===== src/hdl/bqf_pkg.sv =====
// Shared types, constants and saturation helpers for the biquad filter.
// Used by bqf_regs, bqf_mac and biquad_tdf2_filter; depends on nothing else.
package bqf_pkg;

  localparam int SAMPLE_W = 24;   // Q1.23 audio word
  localparam int COEF_W   = 32;   // Q4.28 coefficient
  localparam int STATE_W  = 48;   // Q8.40 delay register
  localparam int FB_W     = 32;   // Q8.24 feedback operand
  localparam int PROD_W   = 64;   // full multiplier product
  localparam int ACC_W    = 56;   // accumulator, wide enough for any partial sum
  localparam int ADDR_W   = 5;    // byte address of five 32-bit registers
  localparam int DATA_W   = 32;   // configuration bus data

  // Register indexes on the configuration port (byte address / 4)
  typedef enum logic [2:0] {
    REG_B0 = 3'd0,
    REG_B1 = 3'd1,
    REG_B2 = 3'd2,
    REG_A1 = 3'd3,
    REG_A2 = 3'd4
  } reg_idx_t;

  // Coefficient set handed from the register file to the datapath
  typedef struct packed {
    logic signed [COEF_W-1:0] b0;
    logic signed [COEF_W-1:0] b1;
    logic signed [COEF_W-1:0] b2;
    logic signed [COEF_W-1:0] a1;
    logic signed [COEF_W-1:0] a2;
  } coef_set_t;

  // Control of the shared multiply-round-accumulate unit
  typedef struct packed {
    logic fb_term;   // feedback product: round by 12 instead of 11
    logic negate;    // subtract the rounded term from the addend
  } mac_ctrl_t;

  // Sequencer states
  typedef enum logic [2:0] {
    ST_IDLE,
    ST_P0,
    ST_P1,
    ST_P2,
    ST_P3,
    ST_P4,
    ST_P5,
    ST_FIN
  } seq_state_t;

  // Clamp an accumulator value into the 48-bit state range
  function automatic logic signed [STATE_W-1:0] sat_state(input logic signed [ACC_W-1:0] v);
    logic signed [STATE_W-1:0] res;
    if (v[ACC_W-1:STATE_W-1] == {(ACC_W-STATE_W+1){v[ACC_W-1]}}) begin
      res = v[STATE_W-1:0];
    end else if (v[ACC_W-1]) begin
      res = {1'b1, {(STATE_W-1){1'b0}}};
    end else begin
      res = {1'b0, {(STATE_W-1){1'b1}}};
    end
    return res;
  endfunction

  // Round Q8.40 down to Q8.24 (ties upward) and clamp to 32 bits
  function automatic logic signed [FB_W-1:0] y_to_fb(input logic signed [STATE_W-1:0] y);
    logic signed [STATE_W:0]    biased;
    logic signed [STATE_W-16:0] shifted;
    logic signed [FB_W-1:0]     res;
    biased  = {y[STATE_W-1], y} + (STATE_W+1)'(1 << 15);
    shifted = biased[STATE_W:16];
    if (shifted[STATE_W-16:FB_W-1] == {(STATE_W-16-FB_W+2){shifted[STATE_W-16]}}) begin
      res = shifted[FB_W-1:0];
    end else if (shifted[STATE_W-16]) begin
      res = {1'b1, {(FB_W-1){1'b0}}};
    end else begin
      res = {1'b0, {(FB_W-1){1'b1}}};
    end
    return res;
  endfunction

  // Round Q8.40 down to Q1.23 (ties upward) and clamp to 24 bits
  function automatic logic signed [SAMPLE_W-1:0] y_to_out(input logic signed [STATE_W-1:0] y);
    logic signed [STATE_W:0]    biased;
    logic signed [STATE_W-17:0] shifted;
    logic signed [SAMPLE_W-1:0] res;
    biased  = {y[STATE_W-1], y} + (STATE_W+1)'(1 << 16);
    shifted = biased[STATE_W:17];
    if (shifted[STATE_W-17:SAMPLE_W-1] ==
        {(STATE_W-17-SAMPLE_W+2){shifted[STATE_W-17]}}) begin
      res = shifted[SAMPLE_W-1:0];
    end else if (shifted[STATE_W-17]) begin
      res = {1'b1, {(SAMPLE_W-1){1'b0}}};
    end else begin
      res = {1'b0, {(SAMPLE_W-1){1'b1}}};
    end
    return res;
  endfunction

endpackage


===== src/hdl/bqf_regs.sv =====
// Coefficient register file behind the configuration port.
// Depends on bqf_pkg for the register indexes and the coefficient set type.
module bqf_regs (
  input  logic                      clk,
  input  logic                      rst_n,
  input  logic                      cfg_psel,
  input  logic                      cfg_penable,
  input  logic                      cfg_pwrite,
  input  logic [bqf_pkg::ADDR_W-1:0] cfg_paddr,
  input  logic [bqf_pkg::DATA_W-1:0] cfg_pwdata,
  output logic [bqf_pkg::DATA_W-1:0] cfg_prdata,
  output logic                      cfg_pready,
  output bqf_pkg::coef_set_t        coefs
);
  import bqf_pkg::*;

  coef_set_t coefs_r;
  logic      wr_en;
  logic [2:0] idx;

  assign cfg_pready = 1'b1;
  assign wr_en      = cfg_psel & cfg_penable & cfg_pwrite & cfg_pready;
  assign idx        = cfg_paddr[4:2];
  assign coefs      = coefs_r;

  // Write one coefficient per access phase; unknown indexes drop the word
  always_ff @(posedge clk) begin
    if (!rst_n) begin
      coefs_r.b0 <= COEF_W'(32'sh1000_0000);
      coefs_r.b1 <= '0;
      coefs_r.b2 <= '0;
      coefs_r.a1 <= '0;
      coefs_r.a2 <= '0;
    end else if (wr_en) begin
      unique case (idx)
        REG_B0:  coefs_r.b0 <= cfg_pwdata;
        REG_B1:  coefs_r.b1 <= cfg_pwdata;
        REG_B2:  coefs_r.b2 <= cfg_pwdata;
        REG_A1:  coefs_r.a1 <= cfg_pwdata;
        REG_A2:  coefs_r.a2 <= cfg_pwdata;
        default: ;
      endcase
    end
  end

  // Read back the addressed coefficient
  always_comb begin
    unique case (idx)
      REG_B0:  cfg_prdata = coefs_r.b0;
      REG_B1:  cfg_prdata = coefs_r.b1;
      REG_B2:  cfg_prdata = coefs_r.b2;
      REG_A1:  cfg_prdata = coefs_r.a1;
      REG_A2:  cfg_prdata = coefs_r.a2;
      default: cfg_prdata = '0;
    endcase
  end

endmodule


===== src/hdl/bqf_mac.sv =====
// Shared multiply, round and accumulate unit of the biquad datapath.
// Depends on bqf_pkg for widths and the unit's control struct.
module bqf_mac (
  input  logic                              clk,
  input  logic signed [bqf_pkg::COEF_W-1:0] op_a,
  input  logic signed [bqf_pkg::COEF_W-1:0] op_b,
  input  bqf_pkg::mac_ctrl_t                ctrl,
  input  logic signed [bqf_pkg::ACC_W-1:0]  addend,
  output logic signed [bqf_pkg::ACC_W-1:0]  sum
);
  import bqf_pkg::*;

  logic signed [PROD_W-1:0] prod_r;
  logic signed [PROD_W:0]   biased;
  logic signed [PROD_W:0]   shifted;
  logic signed [ACC_W-1:0]  term;

  // Register the product before rounding
  always_ff @(posedge clk) begin
    prod_r <= op_a * op_b;
  end

  // Round to Q8.40, ties upward: feedforward drops 11 bits, feedback 12
  always_comb begin
    if (ctrl.fb_term) begin
      biased  = {prod_r[PROD_W-1], prod_r} + (PROD_W+1)'(1 << 11);
      shifted = biased >>> 12;
    end else begin
      biased  = {prod_r[PROD_W-1], prod_r} + (PROD_W+1)'(1 << 10);
      shifted = biased >>> 11;
    end
    term = shifted[ACC_W-1:0];
  end

  // Accumulate or subtract the rounded term
  assign sum = ctrl.negate ? (addend - term) : (addend + term);

endmodule


===== src/hdl/biquad_tdf2_filter.sv =====
// Second-order IIR filter, transposed direct form II, with one shared multiplier.
// Depends on bqf_pkg, bqf_regs and bqf_mac.
//
// Each sample occupies the block for the idle state in which the word is taken,
// six steps P0 to P5 through the single 32x32 multiplier and its rounding
// accumulator (b0*x, b1*x, b2*x, a1*y, a2*y, with the last product summed one
// step after it is formed), and the state FIN that writes back the two 48-bit
// delay registers and loads the output register. The result word is offered
// from that register after write-back. in_tready is high only while the
// sequencer idles, so a new sample enters only after the previous one has left
// write-back; a result left waiting holds the write-back until out_tready rises.
// Coefficients are Q4.28 at byte addresses 0x00 (b0), 0x04 (b1), 0x08 (b2),
// 0x0C (a1) and 0x10 (a2), with b0 = 1.0 and the rest zero after reset; write
// them only between samples. Delay state and output saturate rather than wrap.
module biquad_tdf2_filter (
  input  logic                        clk,
  input  logic                        rst_n,
  // slave stream: [23:0] sample_in
  input  logic                        in_tvalid,
  output logic                        in_tready,
  input  logic [23:0]                 in_tdata,
  // master stream: [23:0] sample_out
  output logic                        out_tvalid,
  input  logic                        out_tready,
  output logic [23:0]                 out_tdata,
  // configuration port
  input  logic                        cfg_psel,
  input  logic                        cfg_penable,
  input  logic                        cfg_pwrite,
  input  logic [bqf_pkg::ADDR_W-1:0]  cfg_paddr,
  input  logic [bqf_pkg::DATA_W-1:0]  cfg_pwdata,
  output logic [bqf_pkg::DATA_W-1:0]  cfg_prdata,
  output logic                        cfg_pready
);
  import bqf_pkg::*;

  coef_set_t  coefs;
  seq_state_t state_r, state_nxt;

  logic signed [SAMPLE_W-1:0] x_r;
  logic signed [STATE_W-1:0]  d1_r, d2_r;
  logic signed [STATE_W-1:0]  y_wide_r;
  logic signed [FB_W-1:0]     y_fb_r;
  logic signed [ACC_W-1:0]    acc1_r, acc2_r;
  logic                       out_valid_r;
  logic [SAMPLE_W-1:0]        out_data_r;

  logic signed [COEF_W-1:0]   mac_a, mac_b;
  logic signed [ACC_W-1:0]    mac_addend, mac_sum;
  mac_ctrl_t                  mac_ctrl;
  logic                       in_take, fin_go;

  bqf_regs u_regs (
    .clk         (clk),
    .rst_n       (rst_n),
    .cfg_psel    (cfg_psel),
    .cfg_penable (cfg_penable),
    .cfg_pwrite  (cfg_pwrite),
    .cfg_paddr   (cfg_paddr),
    .cfg_pwdata  (cfg_pwdata),
    .cfg_prdata  (cfg_prdata),
    .cfg_pready  (cfg_pready),
    .coefs       (coefs)
  );

  bqf_mac u_mac (
    .clk    (clk),
    .op_a   (mac_a),
    .op_b   (mac_b),
    .ctrl   (mac_ctrl),
    .addend (mac_addend),
    .sum    (mac_sum)
  );

  assign in_tready  = (state_r == ST_IDLE);
  assign in_take    = in_tvalid & in_tready;
  assign fin_go     = (state_r == ST_FIN) && (!out_valid_r || out_tready);
  assign out_tvalid = out_valid_r;
  assign out_tdata  = out_data_r;

  // Next state
  always_comb begin
    state_nxt = state_r;
    unique case (state_r)
      ST_IDLE: if (in_take) state_nxt = ST_P0;
      ST_P0:   state_nxt = ST_P1;
      ST_P1:   state_nxt = ST_P2;
      ST_P2:   state_nxt = ST_P3;
      ST_P3:   state_nxt = ST_P4;
      ST_P4:   state_nxt = ST_P5;
      ST_P5:   state_nxt = ST_FIN;
      ST_FIN:  if (fin_go) state_nxt = ST_IDLE;
      default: state_nxt = ST_IDLE;
    endcase
  end

  // Multiplier operands, addend and rounding mode for each step
  always_comb begin
    mac_a      = '0;
    mac_b      = '0;
    mac_addend = '0;
    mac_ctrl   = '0;
    unique case (state_r)
      ST_P0: begin
        mac_a = coefs.b0;
        mac_b = COEF_W'(x_r);
      end
      ST_P1: begin
        mac_a      = coefs.b1;
        mac_b      = COEF_W'(x_r);
        mac_addend = ACC_W'(d1_r);
      end
      ST_P2: begin
        mac_a      = coefs.b2;
        mac_b      = COEF_W'(x_r);
        mac_addend = ACC_W'(d2_r);
      end
      ST_P3: begin
        mac_a = coefs.a1;
        mac_b = y_fb_r;
      end
      ST_P4: begin
        mac_a      = coefs.a2;
        mac_b      = y_fb_r;
        mac_addend = acc1_r;
        mac_ctrl   = '{fb_term: 1'b1, negate: 1'b1};
      end
      ST_P5: begin
        mac_addend = acc2_r;
        mac_ctrl   = '{fb_term: 1'b1, negate: 1'b1};
      end
      default: ;
    endcase
  end

  // Sequencer and output handshake
  always_ff @(posedge clk) begin
    if (!rst_n) begin
      state_r     <= ST_IDLE;
      out_valid_r <= 1'b0;
    end else begin
      state_r <= state_nxt;
      if (fin_go) begin
        out_valid_r <= 1'b1;
      end else if (out_tready) begin
        out_valid_r <= 1'b0;
      end
    end
  end

  // Delay registers: update only at write-back
  always_ff @(posedge clk) begin
    if (!rst_n) begin
      d1_r <= '0;
      d2_r <= '0;
    end else if (fin_go) begin
      d1_r <= sat_state(acc1_r);
      d2_r <= sat_state(acc2_r);
    end
  end

  // Datapath capture for each step
  always_ff @(posedge clk) begin
    if (in_take) begin
      x_r <= in_tdata;
    end
    unique case (state_r)
      ST_P1:   y_wide_r <= sat_state(mac_sum);
      ST_P2: begin
        acc1_r <= mac_sum;
        y_fb_r <= y_to_fb(y_wide_r);
      end
      ST_P3:   acc2_r <= mac_sum;
      ST_P4:   acc1_r <= mac_sum;
      ST_P5:   acc2_r <= mac_sum;
      default: ;
    endcase
    if (fin_go) begin
      out_data_r <= y_to_out(y_wide_r);
    end
  end

  // Delay state moves only at write-back
  a_state_hold: assert property (@(posedge clk) disable iff (!rst_n)
    (state_r != ST_FIN) |=> ($stable(d1_r) && $stable(d2_r)))
    else $error("delay state changed outside write-back");

  // A new result appears only out of write-back
  a_out_from_fin: assert property (@(posedge clk) disable iff (!rst_n)
    $rose(out_tvalid) |-> $past(state_r == ST_FIN))
    else $error("result raised without write-back");

  // An accepted word starts the multiply sequence and closes the input
  a_take_starts: assert property (@(posedge clk) disable iff (!rst_n)
    in_take |=> (state_r == ST_P0 && !in_tready))
    else $error("accepted word did not start the sequence");

  // Write-back never overruns a result still waiting
  a_no_overrun: assert property (@(posedge clk) disable iff (!rst_n)
    (state_r == ST_FIN && out_valid_r && !out_tready) |=> (state_r == ST_FIN))
    else $error("write-back overran a waiting result");

endmodule

===== config.mk =====
export PLATFORM = sky130hd
export DESIGN_NAME = biquad_tdf2_filter
export DESIGN_NICKNAME = d
export VERILOG_FILES = /design/src/hdl/bqf_pkg.sv /design/src/hdl/bqf_regs.sv /design/src/hdl/bqf_mac.sv /design/src/hdl/biquad_tdf2_filter.sv
export SDC_FILE = /design/constraint.sdc
export NUM_CORES = 2
export LEC_CHECK = 0
export ABC_AREA = 1
export BUFFER_PORTS_ARGS = -buffer_cell sky130_fd_sc_hd__buf_2
export CAP_MARGIN = 20
export CELL_PAD_IN_SITES_DETAIL_PLACEMENT = 1
export CELL_PAD_IN_SITES_GLOBAL_PLACEMENT = 1
export CORE_MARGIN = 10
export CORE_UTILIZATION = 45
export CTS_CLUSTER_DIAMETER = 200
export DETAILED_ROUTE_END_ITERATION = 7
export MAX_ROUTING_LAYER = met4
export PLACE_DENSITY_LB_ADDON = 0.1
export SYNTH_ARGS = -nofsm -noshare
export SYNTH_HDL_FRONTEND = slang
export SYNTH_HIERARCHICAL = 1
export SYNTH_SLANG_ARGS = --single-unit

===== constraint.sdc =====
create_clock -name clk -period 8.7 [get_ports clk]
set_clock_uncertainty 0.2 [all_clocks]
set_input_delay 0.87 -clock clk [delete_from_list [all_inputs] [get_ports clk]]
set_output_delay 0.87 -clock clk [all_outputs]
set_load 0.01 [all_outputs]

### After elaboration in Yosys (flattened, before gate mapping)

Cells that the tools add are included.

| cells by class | value |
|---|---|
| bitwise operators | 3 |
| equal/unequal tests | 18 |
| add/subtract/negate cells | 6 |
| reduce and logical (&&, ||, !) cells | 17 |
| multiply operators | 1 |
| shifts and indexed selects | 0 |
| div/mod/pow operators | 0 |
| order comparisons | 0 |
| muxes and demuxes | 22 |

Operator list:

| cell | number |
|---|---|
| $pmux W32 S5 | 2 |
| $mux W48 | 6 |
| $pmux W56 S4 | 1 |
| $mux W56 | 2 |
| $add A64 B12 Y65 const B | 1 |
| $add A64 B13 Y65 const B | 1 |
| $mul A32 B32 Y64 | 1 |
| $mux W32 | 2 |
| $pmux W32 S2 | 1 |
| $add A56 B56 Y56 | 1 |
| $sub A56 B56 Y56 | 1 |
| $add A48 B17 Y49 const B | 1 |
| $add A48 B18 Y49 const B | 1 |
| $mux W24 | 2 |
| $eq A8 B8 Y1 | 4 |
| $pmux W3 S8 | 1 |
| $eq A3 B3 Y1 const B | 5 |
| $eq A3 B2 Y1 const B | 4 |
| $reduce_and A2 Y1 | 6 |
| $reduce_or A2 Y1 | 4 |
| $eq A3 B1 Y1 const B | 2 |
| $logic_not A3 Y1 | 2 |
| $mux W3 | 2 |
| $and A1 B1 Y1 | 3 |
| 10 further kinds | 11 |

| word-level totals | value |
|---|---|
| flip-flop bits (word level) | 564 |
| RAM bits | 0 |
| memories | 0 |
| output and inout port bits | 59 |
| bits in read-only memories | 0 |
| word-level logic and storage cells | 83 |
| bits in latches | 0 |

### Logic depth before layout (Yosys ltp)

| logic depth | value |
|---|---|
| depth after elaboration | 8 |
| depth in mapped cells | 42 |
| mapped depth without buffers | 41 |

### Modules after synthesis

Netlist, hierarchy kept.

By module, submodules not included:

| module | cells an instance | seq. area each (µm²) | area each (µm²) | times used |
|---|---|---|---|---|
| bqf_mac | 6498 | 1081.0 | 47320.4 | 1 |
| biquad_tdf2_filter | 1640 | 8758.4 | 15143.3 | 1 |
| bqf_regs | 1273 | 3203.1 | 7986.4 | 1 |

### Worst setup path before layout

OpenSTA, ideal clock, no wires.

| path | value |
|---|---|
| kind | register to register |
| start | register state_r[2] |
| end | register u_mac.prod_r[61] |
| arrival time | 8438 ps |
| required time | 8375 ps |
| buffers on the path | 3 |
| slack | -63 ps |
| setup time | 125 ps |
| cell stages (with the launch flop) | 36 |
| period minus slack after synthesis | 8763 ps |
| cell sequence | dfxtp_1 > buf_2 > inv_2 > nor3_2 > inv_2 > o21ai_1 > clkbuf_1 > a22o_1 > clkbuf_1 > nand2_1 > inv_1 > fa_1 > inv_1 > fa_1 > fa_1 > inv_1 > fa_1 > inv_1 > fa_1 > inv_1 > fa_1 > inv_1 > fa_1 > inv_1 > fa_1 > ha_1 > nand2_1 > nor2_1 > inv_1 > nor2_1 > nand2_1 > nor3_1 > nand2_1 > o211ai_1 > a31oi_1 > xor2_1 |

| on the way | value |
|---|---|
| longest elaborated chain between the ends | 4 |
| elaborated cells between the ends (all ways) | 10 |
| classes of those cells | mul (1); eq/ne (5); mux (2); reduce/logical (2) |

RTL lines:

| item | line | RTL |
|---|---|---|
| start: declaration | biquad_tdf2_filter.sv:38 | `seq_state_t state_r, state_nxt;` |
| start signal: assignment | biquad_tdf2_filter.sv:142 | `state_r <= state_nxt;` |
| $eq A3 B2 Y1, or another cell as far along | biquad_tdf2_filter.sv:103 | `unique case (state_r)` |
| $reduce_or A3 Y1 (no line) or $reduce_or A2 Y1 (tied branches) | n/a |  |
| $pmux W32 S2 (*) | biquad_tdf2_filter.sv:103 |  |
| net mac_b[7] | biquad_tdf2_filter.sv:48 | `logic signed [COEF_W-1:0] mac_a, mac_b;` |
| $mul A32 B32 Y64 (*) | bqf_mac.sv:20 | `prod_r <= op_a * op_b;` |
| end signal: assignment | bqf_mac.sv:20 |  |
| end: declaration | bqf_mac.sv:13 | `logic signed [PROD_W-1:0] prod_r;` |

The timed path passes the listed nets; every way through them passes the cells marked *.
A chain may end at the register's enable or synchronous reset.

### Final worst setup path

| path | value |
|---|---|
| start | register state_r[1] |
| end | register u_mac.prod_r[60] |

| on the way | value |
|---|---|
| elaborated cells between the ends (all ways) | 10 |
| classes of those cells | mul (1); eq/ne (5); mux (2); reduce/logical (2) |

RTL lines:

| item | line |
|---|---|
| $eq A3 B3 Y1, or another cell as far along | biquad_tdf2_filter.sv:103 |
| $pmux W32 S5 (*) | biquad_tdf2_filter.sv:103 |
| net mac_a[12] | biquad_tdf2_filter.sv:48 |
| $mul A32 B32 Y64 (*) | bqf_mac.sv:20 |

Marked as above.

==> results by group <==
Synth
  • Total number of yosys warnings: 6
  • Post-synth EDFFs: 225
  • Synth top area share: 30.75%
  • Biggest area consumer among synthesized cells: fa_1
  • Register area share after synthesis: between 15 and 20%
  • Post-synth ARST share: 0%
  • Syn nets: 10800
  • Netlist cell types: 55
  • Primary FF master, synth: dfxtp_1
  • Cell area after synthesis: a little over 0.07 sq mm
  • Avg Inst Size Synth: 7.486 sq um
  • Area contributors post-synth: fa_1 31%, nand2_1 14%, inv_1 11%
  • Post-synthesis cell count: 9411
  • Synthesized flop and latch total: ~540

Clocking
  • Hold buffer count at cts: 0
  • Skew-Pair Late Insertion Delay: 690 ps
  • Htree depth: 2
  • CTS max path bufs: 3
  • Total CTS buffers: 58
  • CTS Root Cell: clkbuf_16
  • Clock Pin Slew Worst Setup and Hold Paths: 70 ps
  • CTS tree: done
  • Clk sinks: 539

Hold path
  • Hold/Removal Path Class: primary input to flip-flop
  • Hold Path Origin: in_tdata[4]
  • Hold Path Stages: 1
  • Min-Delay Endpoint: x_r[4]

STA
  • Worst Tran Pin Value: between 1000 and 1500 ps
  • Period utilisation layout: between 90% and 100%
  • Finish-stage setup viols: 0
  • Max Slew Vio Count: 0
  • Rel. slew slack: 28.03%
  • RSZ-0062 raised after global routing: true
  • Fin. Hold Viols: 0
  • Max Freq: roughly 120 MHz
  • Hold slack final: about 200 ps
  • Min Tclk post-route: 8521 ps

Worst setup path
  • Max FO, Critical Path: 11
  • Crit end category: flip-flop
  • Arr. time, crit path: 8880 ps
  • WP data required: approximately 9000 ps
  • Register-to-register setup slack: 180 ps
  • R2r startpoint: state_r[1]
  • Reg2Reg Depth: 32
  • Crit start category: flip-flop
  • Critical Setup Path Class: flip-flop to flip-flop
  • Max incr delay on CP: 620 ps
  • Reg2reg end: u_mac/prod_r[60]
  • Most Frequent Cell on Critical Path: fa_1
  • Slowest CP cell: fa_1

Global route
  • Grt ovf: 0
  • Initial antenna violation count: 3
  • All-Layer GR Usage: 29.70%
  • Largest net degree at the start of global routing: 116
  • Vias in the first global route: 68340
  • First-pass GRT wire length: 393000 microns

Floorplanning
  • Core Rows: 145
  • Core footprint: 0.1558 sq mm
  • Die Height: 415.7 microns
  • Horiz. Die Dim: between 400 and 500 microns
  • # IOs: 127
  • Die area: 0.1728 sq mm
  • Initial Util: between 40% and 50%

Routing
  • DR vias: ~63000
  • DR pass1 iterations: 6
  • DRC violation total after the first TritonRoute iteration: ~3700
  • Routed vias/inst: 5.375
  • Remaining antenna violation count after routing: 0
  • Drc violations: 0
  • WL final: roughly 270000 microns
  • Routed len/inst: 22.81 microns

Outcome
  • Outcome: finished clean

Place
  • Hpwl dp: between 200000 and 250000 microns
  • IO buf count: 123
  • Final GP Congestion: 0.9494

Final layout
  • Final core utilization: 50.39%
  • Fin nets: approximately 11000
  • Area growth syn-to-layout: 11.46%
  • Layout cells sized above 1: 8.393%
  • Filler cells: ~20000

Pwr
  • Peak VDD IR: 0.1878 mV
  • Pwr Density: 128.5 mW/mm^2
  • Leakage power: 40.54 nW

Run
  • Maxcap violations: 0
flip-flops by register name (all words and copies together) (netlist names):
register	cells
state_r	3
acc2_r	56
out_tdata	24
d1_r	48
x_r	24
u_regs/coefs	160
y_wide_r	33
out_tvalid	1
u_mac/prod_r	54
acc1_r	56
d2_r	48
y_fb_r	32
placed cells by master (no fill, tap or decap), drive strengths merged, types with 11 or more instances in the layout:
cell type / count
a21o: 18
or2: 13
o21bai: 11
a21oi: 266
xnor2: 68
o21ai: 281
clkinv: 16
a31oi: 32
dfxtp: 314
clkbuf: 103
edfxtp: 225
ha: 240
inv: 1981
fa: 1082
xor2: 137
nor4: 17
a22o: 23
nand3: 529
nand4: 133
nand2: 2588
a22oi: 80
nor2: 866
buf: 442
nor3: 26
o21a: 12
cell type report:
type                       instances  area (sq um)  share of cell area [%]
multi-input combinational       6482         48740                   62.07
sequential                       539         13050                   16.62
inverter                        1982          7456                   9.495
timing repair buffer             466          4616                   5.878
tap                             2058          2575                   3.279
clock buffer                      79          1645                   2.095
clock inverter                    31         439.2                  0.5593
antenna                            2         5.005                0.006374
synth_stat cells, types with 23 or more instances:
cell type and instances:
nand3_1 520, xor2_1 137, o21ai_0 271, dfxtp_1 314
nor2_2 41, nand2_1 2555, edfxtp_1 225, nand2_2 30
ha_1 240, a22oi_1 80, nor3_1 24, xnor2_1 68
buf_1 33, inv_1 1971, a31oi_1 32, buf_2 47
clkbuf_1 297, nor2_4 26, nor2_1 799, a22o_1 23
a21oi_1 266, nand4_1 133, fa_1 1082
how the worst max path moves through the flow:
stage	startpoint	end	slack, ps
finish	state_r[1]	u_mac/prod_r[60]	180
global route	state_r[0]	u_mac/prod_r[62]	-140
CTS	state_r[1]	u_mac/prod_r[49]	20
detailed placement	state_r[1]	u_mac/prod_r[45]	-90
global placement	state_r[2]	u_mac/prod_r[45]	-20
floorplan	state_r[1]	u_mac/prod_r[57]	70
worst max-delay path: cells and delay by family, from the launching register on:
family	cells	cell delay, ps
fa+ha+maj	9	4430
buf+inv	10	1350
compound gates	4	1160
simple gates	9	830
flops	1	390
kinds of logic (layout without fill, tap and decap cells):
family / count (synthesis) / after routing / synth area share [%]
compound gates: 766 / 766 / 6.253
other cells: 1 / 3 / 0.005323
flops: 539 / 539 / 18.51
fa+ha+maj: 1322 / 1322 / 35.01
mux: 1 / 1 / 0.01421
simple gates: 4187 / 4187 / 24.60
buf+inv: 2390 / 2558 / 13.06
xor+xnor: 205 / 205 / 2.549
timing repair:
action	4_1_cts	5_1_grt
gates resized for setup	7	131
hold endpoints to repair	0	0
cloned	0	24
pin swaps	1	27
buffers inserted	0	52
setup endpoints to repair	8	33
power by group:
group / switching [W] / internal [W] / leakage [nW] / total [W]
combinational: 0.00296 / 0.00125 / 34.9 / 0.00420
clock: 0.00115 / 0.00157 / 1.00 / 0.00273
sequential: 0.000216 / 0.00294 / 4.59 / 0.00316
metal layers:
| layer | share of wire (%) | vias up | global-route usage, % |
|---|---|---|---|
| li1 | - | 28560 | - |
| met2 | 49 | 1559 | 51.27 |
| met3 | 5.1 | 529 | 2.689 |
| met5 | 0 | - | - |
| met4 | 4.8 | 0 | 10.77 |
| met1 | 41 | 31910 | 36.23 |
stage by stage:
step | power [W] | setup WS, ps | instance area (sq um) | setup TNS [ps] | instances
after floorplan | 0.005543 | 71.69 | 70450 | 0 | 9411
after global placement | 0.007147 | -15.19 | 74840 | -15.19 | 11450
after detailed placement | 0.007235 | -92.66 | 74840 | -164.5 | 11450
after CTS | 0.009983 | 19.98 | 76950 | 0 | 11560
after global routing | 0.01062 | -138.4 | 78520 | -1867 | 11640
final | 0.01009 | 179.2 | 78520 | 0 | 11640
No activity file was read; power rests on OpenSTA's default activity.
